$ cat config.mk
export PLATFORM = sky130hd
export DESIGN_NAME = box_iou
export DESIGN_NICKNAME = d
export VERILOG_FILES = /design/src/rtl/biou_pkg.sv /design/src/rtl/biou_front.sv /design/src/rtl/biou_queue.sv /design/src/rtl/biou_div.sv /design/src/rtl/box_iou.sv
export VERILOG_INCLUDE_DIRS = /design/src /design/src/rtl
export SDC_FILE = /design/constraint.sdc
export NUM_CORES = 2
export LEC_CHECK = 0
export BUFFER_PORTS_ARGS = -buffer_cell sky130_fd_sc_hd__buf_2
export CORE_AREA = 2 2 495 546
export DETAILED_ROUTE_END_ITERATION = 7
export DIE_AREA = 0 0 497 548
export PLACE_DENSITY_LB_ADDON = 0.05
export SLEW_MARGIN = 20
export SYNTH_ARGS = -nofsm -noshare
export SYNTH_HDL_FRONTEND = slang
export SYNTH_SLANG_ARGS = --single-unit
$ cat constraint.sdc
create_clock -name i_clk -period 6.6 [get_ports i_clk]
set_input_delay 1.32 -clock i_clk [delete_from_list [all_inputs] [get_ports i_clk]]
set_output_delay 1.32 -clock i_clk [all_outputs]
set_load 0.03 [all_outputs]
$ cat src/rtl/box_iou_macros.svh
// Assertion macros shared by the box IoU RTL.
`ifndef BOX_IOU_MACROS_SVH
`define BOX_IOU_MACROS_SVH

`ifndef NO_ASSERTIONS

// The consequent must hold in the same cycle as the antecedent.
`define BIOU_ASSERT_IMP(lbl, ante, cons) \
    lbl: assert property (@(posedge i_clk) disable iff (!i_rst_n) (ante) |-> (cons)) \
        else $error("box_iou: same-cycle check failed");

// The consequent must hold in the cycle after the antecedent.
`define BIOU_ASSERT_NXT(lbl, ante, cons) \
    lbl: assert property (@(posedge i_clk) disable iff (!i_rst_n) (ante) |=> (cons)) \
        else $error("box_iou: next-cycle check failed");

`else

`define BIOU_ASSERT_IMP(lbl, ante, cons)
`define BIOU_ASSERT_NXT(lbl, ante, cons)

`endif

`endif

$ cat src/rtl/biou_pkg.sv
// Types and fixed constants shared by the box IoU modules.
package biou_pkg;

    // Control tag that travels alongside each item between the parts.
    typedef struct packed {
        logic vld;
        logic empty_union;
    } t_tag;

    // Number of entries in the queue between the front and the divider.
    localparam int QUEUE_DEPTH = 4;

endpackage

$ cat src/rtl/biou_front.sv
// Front part: overlap spans, areas and union of a box pair, in three register stages.
module biou_front #(
    parameter int COORD_BITS = 12
) (
    input  logic                      i_clk,
    input  logic                      i_rst_n,
    input  logic                      i_start,
    input  logic [COORD_BITS-1:0]     i_a_left,
    input  logic [COORD_BITS-1:0]     i_a_top,
    input  logic [COORD_BITS-1:0]     i_a_width,
    input  logic [COORD_BITS-1:0]     i_a_height,
    input  logic [COORD_BITS-1:0]     i_b_left,
    input  logic [COORD_BITS-1:0]     i_b_top,
    input  logic [COORD_BITS-1:0]     i_b_width,
    input  logic [COORD_BITS-1:0]     i_b_height,
    input  logic                      i_full,
    output logic                      o_stall,
    output biou_pkg::t_tag            o_tag,
    output logic [2*COORD_BITS-1:0]   o_inter,
    output logic [2*COORD_BITS:0]     o_uni
);

    localparam int EW = COORD_BITS + 1;
    localparam int AW = 2 * COORD_BITS;
    localparam int UW = AW + 1;

    logic                  r_v1, r_v2, r_v3;
    logic [COORD_BITS-1:0] r_iw, r_ih, r_aw, r_ah, r_bw, r_bh;
    logic [AW-1:0]         r_inter2, r_aa, r_ab;
    logic [AW-1:0]         r_inter3;
    logic [UW-1:0]         r_uni3;
    logic                  r_flag3;

    logic                  advance;
    logic [EW-1:0]         x_lo, x_hi, y_lo, y_hi;
    logic [EW-1:0]         a_right, b_right, a_bottom, b_bottom;
    logic [COORD_BITS-1:0] n_iw, n_ih;
    logic [UW-1:0]         n_uni;

    // The whole front holds while the last stage cannot enter a full queue.
    assign o_stall = r_v3 && i_full;
    assign advance = !o_stall;

    // Edges and clamped overlap spans of the two boxes.
    always_comb begin
        a_right  = {1'b0, i_a_left} + {1'b0, i_a_width};
        b_right  = {1'b0, i_b_left} + {1'b0, i_b_width};
        a_bottom = {1'b0, i_a_top}  + {1'b0, i_a_height};
        b_bottom = {1'b0, i_b_top}  + {1'b0, i_b_height};
        x_lo = (i_a_left > i_b_left) ? {1'b0, i_a_left} : {1'b0, i_b_left};
        y_lo = (i_a_top  > i_b_top)  ? {1'b0, i_a_top}  : {1'b0, i_b_top};
        x_hi = (a_right  < b_right)  ? a_right  : b_right;
        y_hi = (a_bottom < b_bottom) ? a_bottom : b_bottom;
        n_iw = (x_hi > x_lo) ? COORD_BITS'(x_hi - x_lo) : '0;
        n_ih = (y_hi > y_lo) ? COORD_BITS'(y_hi - y_lo) : '0;
    end

    // Union of the two areas less the shared part.
    assign n_uni = UW'(r_aa) + UW'(r_ab) - UW'(r_inter2);

    // Stage valid bits.
    always_ff @(posedge i_clk) begin
        if (!i_rst_n) begin
            r_v1 <= 1'b0;
            r_v2 <= 1'b0;
            r_v3 <= 1'b0;
        end else if (advance) begin
            r_v1 <= i_start;
            r_v2 <= r_v1;
            r_v3 <= r_v2;
        end
    end

    // Stage payloads: spans, then products, then union.
    always_ff @(posedge i_clk) begin
        if (advance) begin
            r_iw     <= n_iw;
            r_ih     <= n_ih;
            r_aw     <= i_a_width;
            r_ah     <= i_a_height;
            r_bw     <= i_b_width;
            r_bh     <= i_b_height;
            r_inter2 <= r_iw * r_ih;
            r_aa     <= r_aw * r_ah;
            r_ab     <= r_bw * r_bh;
            r_inter3 <= r_inter2;
            r_uni3   <= n_uni;
            r_flag3  <= (n_uni == '0);
        end
    end

    assign o_tag.vld         = r_v3;
    assign o_tag.empty_union = r_flag3;
    assign o_inter           = r_inter3;
    assign o_uni             = r_uni3;

endmodule

$ cat src/rtl/biou_queue.sv
// Short queue between the front part and the divider.
`include "box_iou_macros.svh"

module biou_queue #(
    parameter int WIDTH = 49
) (
    input  logic             i_clk,
    input  logic             i_rst_n,
    input  biou_pkg::t_tag   i_tag,
    input  logic [WIDTH-1:0] i_data,
    output logic             o_full,
    output biou_pkg::t_tag   o_tag,
    output logic [WIDTH-1:0] o_data
);

    localparam int DEPTH = biou_pkg::QUEUE_DEPTH;
    localparam int PW    = (DEPTH > 1) ? $clog2(DEPTH) : 1;
    localparam int CW    = $clog2(DEPTH + 1);

    logic [WIDTH:0]  r_mem [DEPTH];
    logic [PW-1:0]   r_wr, r_rd;
    logic [CW-1:0]   r_count;
    logic [PW-1:0]   n_wr, n_rd;
    logic            empty, push, pop;

    assign empty  = (r_count == '0);
    assign o_full = (r_count == CW'(DEPTH));
    assign push   = i_tag.vld && !o_full;
    // The divider never stalls, so the head item leaves as soon as it is there.
    assign pop    = !empty;

    assign n_wr = (r_wr == PW'(DEPTH - 1)) ? '0 : r_wr + 1'b1;
    assign n_rd = (r_rd == PW'(DEPTH - 1)) ? '0 : r_rd + 1'b1;

    // Pointers and fill count.
    always_ff @(posedge i_clk) begin
        if (!i_rst_n) begin
            r_wr    <= '0;
            r_rd    <= '0;
            r_count <= '0;
        end else begin
            if (push) begin
                r_wr <= n_wr;
            end
            if (pop) begin
                r_rd <= n_rd;
            end
            if (push && !pop) begin
                r_count <= r_count + 1'b1;
            end else if (pop && !push) begin
                r_count <= r_count - 1'b1;
            end
        end
    end

    // Entry storage.
    always_ff @(posedge i_clk) begin
        if (push) begin
            r_mem[r_wr] <= {i_tag.empty_union, i_data};
        end
    end

    assign o_tag.vld         = !empty;
    assign o_tag.empty_union = r_mem[r_rd][WIDTH];
    assign o_data            = r_mem[r_rd][WIDTH-1:0];

    `BIOU_ASSERT_IMP(a_no_push_when_full, i_tag.vld && o_full, !push)
    `BIOU_ASSERT_NXT(a_count_up, push && !pop, r_count == $past(r_count) + 1'b1)
    `BIOU_ASSERT_NXT(a_count_down, pop && !push, r_count == $past(r_count) - 1'b1)

endmodule

$ cat src/rtl/biou_div.sv
// Back part: pipelined restoring divider, one quotient bit per stage, with rounding.
`include "box_iou_macros.svh"

module biou_div #(
    parameter int COORD_BITS = 12,
    parameter int FRAC_BITS  = 16
) (
    input  logic                    i_clk,
    input  logic                    i_rst_n,
    input  biou_pkg::t_tag          i_tag,
    input  logic [2*COORD_BITS-1:0] i_inter,
    input  logic [2*COORD_BITS:0]   i_uni,
    output logic                    o_valid,
    output logic [FRAC_BITS:0]      o_iou_ratio,
    output logic                    o_empty_union
);

    localparam int AW  = 2 * COORD_BITS;
    localparam int UW  = AW + 1;
    localparam int RW  = FRAC_BITS + 1;
    localparam int NW  = AW + FRAC_BITS + 1;
    localparam int LAT = RW + 1;

    // Stage s of rem/low/uni feeds quotient step s; q[k] holds k+1 quotient bits.
    logic [RW:0]     r_v;
    logic            r_flag [RW+1];
    logic [UW-1:0]   r_rem  [RW];
    logic [RW-1:0]   r_low  [RW];
    logic [UW-1:0]   r_uni  [RW];
    logic [RW-1:0]   r_q    [RW];

    logic [NW-1:0]   n_num;
    logic [UW:0]     t_ext  [RW];
    logic [RW-1:0]   ge;
    logic [UW-1:0]   n_rem  [RW];
    logic [RW-1:0]   n_low  [RW];
    logic [RW-1:0]   n_q    [RW];

    // Rounded numerator: intersection scaled up plus half the union.
    assign n_num = (NW'(i_inter) << FRAC_BITS) + NW'(i_uni >> 1);

    // One trial subtraction per stage; the top numerator bits seed the remainder.
    always_comb begin
        for (int s = 0; s < RW; s++) begin
            t_ext[s] = {r_rem[s], r_low[s][RW-1]};
            ge[s]    = (t_ext[s] >= {1'b0, r_uni[s]});
        end
        n_rem[0] = UW'(n_num[NW-1:RW]);
        n_low[0] = n_num[RW-1:0];
        for (int s = 1; s < RW; s++) begin
            n_rem[s] = ge[s-1] ? UW'(t_ext[s-1] - {1'b0, r_uni[s-1]}) : t_ext[s-1][UW-1:0];
            n_low[s] = {r_low[s-1][RW-2:0], 1'b0};
        end
        n_q[0] = {{(RW-1){1'b0}}, ge[0]};
        for (int k = 1; k < RW; k++) begin
            n_q[k] = {r_q[k-1][RW-2:0], ge[k]};
        end
    end

    // Stage valid bits.
    always_ff @(posedge i_clk) begin
        if (!i_rst_n) begin
            r_v <= '0;
        end else begin
            r_v <= {r_v[RW-1:0], i_tag.vld};
        end
    end

    // Stage payloads.
    always_ff @(posedge i_clk) begin
        r_flag[0] <= i_tag.empty_union;
        r_uni[0]  <= i_uni;
        for (int s = 1; s <= RW; s++) begin
            r_flag[s] <= r_flag[s-1];
        end
        for (int s = 1; s < RW; s++) begin
            r_uni[s] <= r_uni[s-1];
        end
        for (int s = 0; s < RW; s++) begin
            r_rem[s] <= n_rem[s];
            r_low[s] <= n_low[s];
            r_q[s]   <= n_q[s];
        end
    end

    // An empty union forces the ratio to zero.
    assign o_valid       = r_v[RW];
    assign o_empty_union = r_flag[RW];
    assign o_iou_ratio   = r_flag[RW] ? '0 : r_q[RW-1];

    `BIOU_ASSERT_IMP(a_fixed_latency, o_valid, $past(i_tag.vld, LAT))

endmodule

$ cat src/rtl/box_iou.sv
// Top level of the box intersection-over-union unit.
//
// Computes the intersection over union of two axis-aligned boxes as an unsigned
// fraction with FRAC_BITS fraction bits, rounded to nearest with ties up; 1 << FRAC_BITS
// means 1.0. When both boxes have zero area the ratio is 0 and o_empty_union is set.
// An item is taken at each clock edge where start is high and busy is low, one item
// per cycle. Its result shows on the o_ ports for exactly one cycle, marked by
// o_valid, after the three front stages, the queue's entry register and a divider
// of FRAC_BITS + 2 stages that yields one quotient bit per trial subtraction.
// Results cannot be held off. Busy is high only while the four-entry queue ahead of
// the divider is full; the divider drains one entry every cycle, so the queue never
// holds more than one entry and busy stays low.
`include "box_iou_macros.svh"

module box_iou #(
    parameter int COORD_BITS = 12,
    parameter int FRAC_BITS  = 16
) (
    input  logic                  i_clk,
    input  logic                  i_rst_n,
    input  logic                  start,
    output logic                  busy,
    input  logic [COORD_BITS-1:0] i_a_left,
    input  logic [COORD_BITS-1:0] i_a_top,
    input  logic [COORD_BITS-1:0] i_a_width,
    input  logic [COORD_BITS-1:0] i_a_height,
    input  logic [COORD_BITS-1:0] i_b_left,
    input  logic [COORD_BITS-1:0] i_b_top,
    input  logic [COORD_BITS-1:0] i_b_width,
    input  logic [COORD_BITS-1:0] i_b_height,
    output logic                  o_valid,
    output logic [FRAC_BITS:0]    o_iou_ratio,
    output logic                  o_empty_union
);

    localparam int AW = 2 * COORD_BITS;
    localparam int UW = AW + 1;
    localparam int QW = AW + UW;
    localparam int RW = FRAC_BITS + 1;
    localparam logic [RW-1:0] RATIO_ONE = RW'(1) << FRAC_BITS;

    biou_pkg::t_tag  fe_tag, q_tag;
    logic [AW-1:0]   fe_inter, q_inter;
    logic [UW-1:0]   fe_uni, q_uni;
    logic [QW-1:0]   q_data;
    logic            q_full;

    // Front: spans, areas and union.
    biou_front #(
        .COORD_BITS (COORD_BITS)
    ) u_front (
        .i_clk      (i_clk),
        .i_rst_n    (i_rst_n),
        .i_start    (start),
        .i_a_left   (i_a_left),
        .i_a_top    (i_a_top),
        .i_a_width  (i_a_width),
        .i_a_height (i_a_height),
        .i_b_left   (i_b_left),
        .i_b_top    (i_b_top),
        .i_b_width  (i_b_width),
        .i_b_height (i_b_height),
        .i_full     (q_full),
        .o_stall    (busy),
        .o_tag      (fe_tag),
        .o_inter    (fe_inter),
        .o_uni      (fe_uni)
    );

    // Queue between the front and the divider.
    biou_queue #(
        .WIDTH   (QW)
    ) u_queue (
        .i_clk   (i_clk),
        .i_rst_n (i_rst_n),
        .i_tag   (fe_tag),
        .i_data  ({fe_inter, fe_uni}),
        .o_full  (q_full),
        .o_tag   (q_tag),
        .o_data  (q_data)
    );

    assign q_inter = q_data[QW-1:UW];
    assign q_uni   = q_data[UW-1:0];

    // Back: divider and result strobe.
    biou_div #(
        .COORD_BITS    (COORD_BITS),
        .FRAC_BITS     (FRAC_BITS)
    ) u_div (
        .i_clk         (i_clk),
        .i_rst_n       (i_rst_n),
        .i_tag         (q_tag),
        .i_inter       (q_inter),
        .i_uni         (q_uni),
        .o_valid       (o_valid),
        .o_iou_ratio   (o_iou_ratio),
        .o_empty_union (o_empty_union)
    );

    `BIOU_ASSERT_IMP(a_empty_gives_zero, o_valid && o_empty_union, o_iou_ratio == '0)
    `BIOU_ASSERT_IMP(a_ratio_at_most_one, o_valid, o_iou_ratio <= RATIO_ONE)

endmodule
# == After elaboration in Yosys (flattened, before gate mapping) ==
# Memories as Yosys holds them, arrays and structs flattened. A register that Yosys moved wholly into a read port is not among the register bits.
# Cells that the tools add are included.
# word_totals
ff_bits,222
ramBits,1646
input_bits,99
output_inout_bits,20
wordCells,122
memories,6
# op_classes
add_sub_neg,29
mul,3
order_cmp,23
n_eq_ne,3
muxes,29
n_reduce_logical,10
# memory_table
memory,depth,word_bits,rd,rd_ports_with_merged_regs,wr,line,rtl
u_div.r_rem,17,25,17,0,17,biou_div.sv:27,logic [UW-1:0] r_rem [RW];
u_div.r_uni,17,25,17,0,17,biou_div.sv:29,logic [UW-1:0] r_uni [RW];
u_div.r_low,17,17,17,0,17,biou_div.sv:28,logic [RW-1:0] r_low [RW];
u_div.r_q,17,17,17,0,17,biou_div.sv:30,logic [RW-1:0] r_q [RW];
u_queue.r_mem,4,50,1,1,1,biou_queue.sv:20,logic [WIDTH:0] r_mem [DEPTH];
u_div.r_flag,18,1,18,0,18,biou_div.sv:26,logic r_flag [RW+1];
# ops
cell,n
$ge A26 B25 Y1,17
$mux W25,16
$sub A25 B25 Y25,16
$mul A12 B12 Y24,3
$add A12 B12 Y13,4
$add A40 B24 Y41,1
$gt A13 B12 Y1,2
$lt A13 B13 Y1,2
$mux W13,2
$add A24 B24 Y25,1
$logic_not A25 Y1,1
$sub A25 B24 Y25,1
$gt A12 B12 Y1,2
$mux W12,2
$sub A12 B12 Y12,2
$mux W17,1
$mux W2,4
$mux W3,2
$add A2 B1 Y2 const B,2
$eq A2 B2 Y1 const B,2
$logic_and A1 B1 Y1,4
$add A3 B1 Y3 const B,1
$eq A3 B3 Y1 const B,1
$logic_not A1 Y1,3
other kinds (4),5

# == Logic depth before layout (Yosys ltp) ==
# depth
word_depth,7
depth_mapped,34
mapped_depth_nobuf,33

# == By module ==
# From an unflattened synthesis, not the netlist that was laid out.
# unflattened
hier_cells,8221
area_unflattened_um2,82136.3
# modules_own_cells
module,n_inst,cells_each,area_per_inst_um2,seq_area_each_um2
biou_div,1,5071,47589.4,20799.9
biou_front,1,2836,26834.5,5885.6
biou_queue,1,314,7712.4,6185.9

# == Worst setup path before layout ==
# Ideal clock, no wire load.
# synth_path
path_kind,input to register
from,in i_a_left[1]
to,reg u_front.r_iw[2] (data pin)
setup_time_ps,270
arrival_ps,6485
required_ps,6330
path_slack_ps,-155
cell_stages,31
path_buffers,3
cell_sequence,ha_1 > a21o_1 > a21oi_1 > o21ai_0 > a21oi_1 > nor2b_1 > o21a_1 > o31a_1 > nor2_1 > xnor2_1 > ha_1 > nand3_1 > o31a_1 > maj3_1 > a21o_1 > clkbuf_1 > clkbuf_1 > nand2_1 > o21ai_0 > ha_1 > o21ai_0 > nand2b_1 > a21oi_1 > o21bai_1 > a31oi_1 > o22ai_1 > o41ai_1 > nor2_1 > nor2_1 > clkbuf_1 > nor3_1
# synth_via
elab_chain_cells,4
elab_cells_between_ends,7
classes_between,add/sub (2); order compare (3); mux (2)
# synth_rtl
element,line,rtl
from (decl),box_iou.sv:23,"input logic [COORD_BITS-1:0] i_a_left,"
$add A12 B12 Y13,biou_front.sv:46,"a_right = {1'b0, i_a_left} + {1'b0, i_a_width};"
$lt A13 B13 Y1,biou_front.sv:52,x_hi = (a_right < b_right) ? a_right : b_right;
$mux W13,biou_front.sv:52,
$sub A12 B12 Y12 / $gt A13 B12 Y1 (equally long branches),biou_front.sv:54,n_iw = (x_hi > x_lo) ? COORD_BITS'(x_hi - x_lo) : '0;
to (signal assigned),biou_front.sv:77,r_iw <= n_iw;
to (decl),biou_front.sv:28,"logic [COORD_BITS-1:0] r_iw, r_ih, r_aw, r_ah, r_bw, r_bh;"
# Parallel ways exist; a longest one is shown, timed or not.
# A chain may end at the register's enable or synchronous reset.

# == Worst setup path in the final report ==
# layout_path
from,reg u_front.r_aw[3]
to,reg u_front.r_aa[23] (data pin)
# layout_via
elab_chain_cells,1
# layout_rtl
element,line,rtl
from (decl),biou_front.sv:28,
from (signal assigned),biou_front.sv:79,r_aw <= i_a_width;
$mul A12 B12 Y24,biou_front.sv:84,r_aa <= r_aw * r_ah;
to (signal assigned),biou_front.sv:84,
to (decl),biou_front.sv:29,"logic [AW-1:0] r_inter2, r_aa, r_ab;"
# No other way between the ends.

==> flow_summary.ini <==
[critical_path]
worstSetupPathType = reg2reg
critical_path_required_ns = 7.13
crit_path_start_kind = flop
endpoint_kind = flop
arrival_ns = 6.81
critPathMaxFanout = 10

[sta]
slew_headroom_pct = 21.73
skew_ns = 0.05961
finalHoldViolations = 0
tightest_slew_ns = 1.144
fin_crit_sh_pct = 95.12
timing.fmax_mhz = 159.3
setup_viol = 0
setup_ws_ns = 0.3219
slew_viol_final = 0
period_needed_ns = 6.278
hold_ws_ns = 0.2916

[placement]
dp_hpwl_um = 174300
place_ws_ns = -0.6672
place_congestion = 0.8363
portBuffers = 118

[die]
coreArea_um2 = 266700
rows = 199
die_w_um = 497
dieArea_um2 = 272400
fp.dieH_um = 548
ioPinCount = 119
initial_core_util_pct = 29.87

[routing]
wl_um = 218800
drcViolationCount = 0
dr.first_iter.drc_count = 2359
wire_per_inst_um = 18.40
postRouteAntennaNets = 0
vias = 54240
dr.pass1.iters = 5
vias_per_cell = 4.559

[run]
drv_cap = 0

[synth]
yosys_register_bits = 1445
yosysSeqAreaShare_pct = 41.27
syn_area_um2 = 79660
syn_nets = 9093
async_reset_ff_share_pct = 0
synthCells = 7879
syn_area_per_cell_um2 = 10.11
yosys_warnings = 0
synth_edf_count = 394
synth-main-ff-cell = dfxtp_1
ys_types = 86

[status]
status = complete, no violations

[clock_tree]
numCtsBuffers = 182
root_buffer = clkbuf_16
cts_sinks = 1445
cts_tree = built
cts_buffer_depth = 4
cts_max_level = 4
clkSlewWorstSetupHoldPaths_ns = 0.06
clkLatencyLatePin_ns = 0.85
cts_hold_buffers = 0

[grt]
antenna_found_initial = 8
grt_max_degree = 126
overflow = 0
grtUsageTotal_pct = 15.89
first_global_vias = 56240
grt_pass1_wl_um = 336700

[final_layout]
drive_gt1_share_pct = 10.52
fin_nets = 9445
syn2layout_area_growth_pct = 15.69
final_cell_mix = inv_1, dfxtp_1, ha_1, nand2_1, a21oi_1
layout_commonest_cell = inv_1
fin_util_pct = 34.56

[hold_path]
hold_class = reg2reg
==> Yosys cell counts (205+ instances only) <==
library cell  instances  area share, %
ha_1                768             12
nor2_1              457            2.2
edfxtp_1            394             15
and2_1              205            1.6
inv_1              1126            5.3
o21ai_0             242            1.5
nand2_1             539            2.5
a21o_1              234            2.2
fa_1                347            8.7
xnor2_1             326            3.6
a21oi_1             539            3.4
dfxtp_1            1051             26
==> repair_timing <==
item | in CTS | in global routing
setup buffers | 0 | 1
resized for setup | 0 | 15
endpoints found under the setup margin | 0 | 24
==> final timing paths <==
kind / endpoint / start / depth (start not counted) / slack, ns
worst min register to register: u_div.r_q[0][158]$_DFF_P_ / u_div.r_q[0][140]$_DFF_P_ / 0 / 0.29
worst min-delay path: u_div.r_q[0][158]$_DFF_P_ / u_div.r_q[0][140]$_DFF_P_ / 0 / 0.29
worst max-delay path: u_front.r_aa[23]$_DFFE_PN_ / u_front.r_aw[3]$_DFFE_PN_ / 21 / 0.32
worst max register to register: u_front.r_aa[23]$_DFFE_PN_ / u_front.r_aw[3]$_DFFE_PN_ / 21 / 0.32
==> per-stage QoR <==
step           setup TNS (ns)  std cells  cell area [um^2]
3_5_place_dp           -12.10      11560             85760
2_1_floorplan               0       7879             79670
3_3_place_gp           -11.55      11560             85760
4_1_cts                     0      11890             92070
5_1_grt             -0.004313      11890             92150
6_report                    0      11900             92160
==> worst max-delay path: stages, from the launching register on <==
cell and delay (ns):
edfxtp_1 0.60, buf_4 0.29, nand2_1 0.10, fa_1 0.55
inv_1 0.05, fa_1 0.45, ha_1 0.29, inv_1 0.06
fa_1 0.51, fa_1 0.56, inv_1 0.05, ha_1 0.32
nand2_1 0.05, o21ai_0 0.30, o31ai_1 0.20, nand4b_1 0.28
a31oi_1 0.30, a41oi_1 0.20, a211oi_1 0.40, a21o_1 0.19
a21oi_1 0.08, xnor2_1 0.15
==> sequential cells by signal, indices dropped and copies added (netlist names), 18 cells and up, named ones only <==
| signal | cells |
|---|---|
| u_front.r_ab | 24 |
| u_div.r_q | 153 |
| u_front.o_inter | 24 |
| u_front.o_uni | 25 |
| u_queue.r_mem | 200 |
| u_div.r_uni | 409 |
| u_front.r_aa | 24 |
| u_div.r_rem | 424 |
| u_div.r_v | 18 |
| u_div.r_flag | 18 |
| u_front.r_inter2 | 24 |
==> layer usage <==
layer | global-route usage, % | up-vias | share of wire (%)
met5 | 0 | - | 0
met4 | 3.960 | 0 | 2.2
met3 | 1.709 | 252 | 2.6
met2 | 28.98 | 610 | 51
met1 | 19.91 | 26070 | 44
li1 | - | 27310 | -
==> cell families (layout without fill, tap and decap cells) <==
family | Yosys count | in the layout | synth area share, %
adder cells (fa/ha/maj) | 1117 | 1117 | 20.81
flip-flops | 1445 | 1445 | 41.27
buffers and inverters | 1299 | 1795 | 6.134
AO/OA/AOI/OAI | 1478 | 1478 | 11.57
XOR/XNOR | 468 | 468 | 5.146
AND/OR/NAND/NOR | 1840 | 1840 | 11.18
multiplexers | 232 | 232 | 3.905
other | 0 | 3 | 0
==> layout make-up <==
type / count / area [um^2]
Antenna cell: 3 / 7.507
Clock buffer: 241 / 5114
Clock inverter: 87 / 1192
Fill cell: 27000 / 174500
Inverter: 1127 / 4238
Multi-Input combinational cell: 5135 / 42030
Sequential cell: 1445 / 32880
Tap cell: 3517 / 4400
Timing Repair Buffer: 340 / 2302
Power is left out: the tool's default activity adds up to more than one toggle a clock period on the data nets, which glitch-free logic cannot reach.
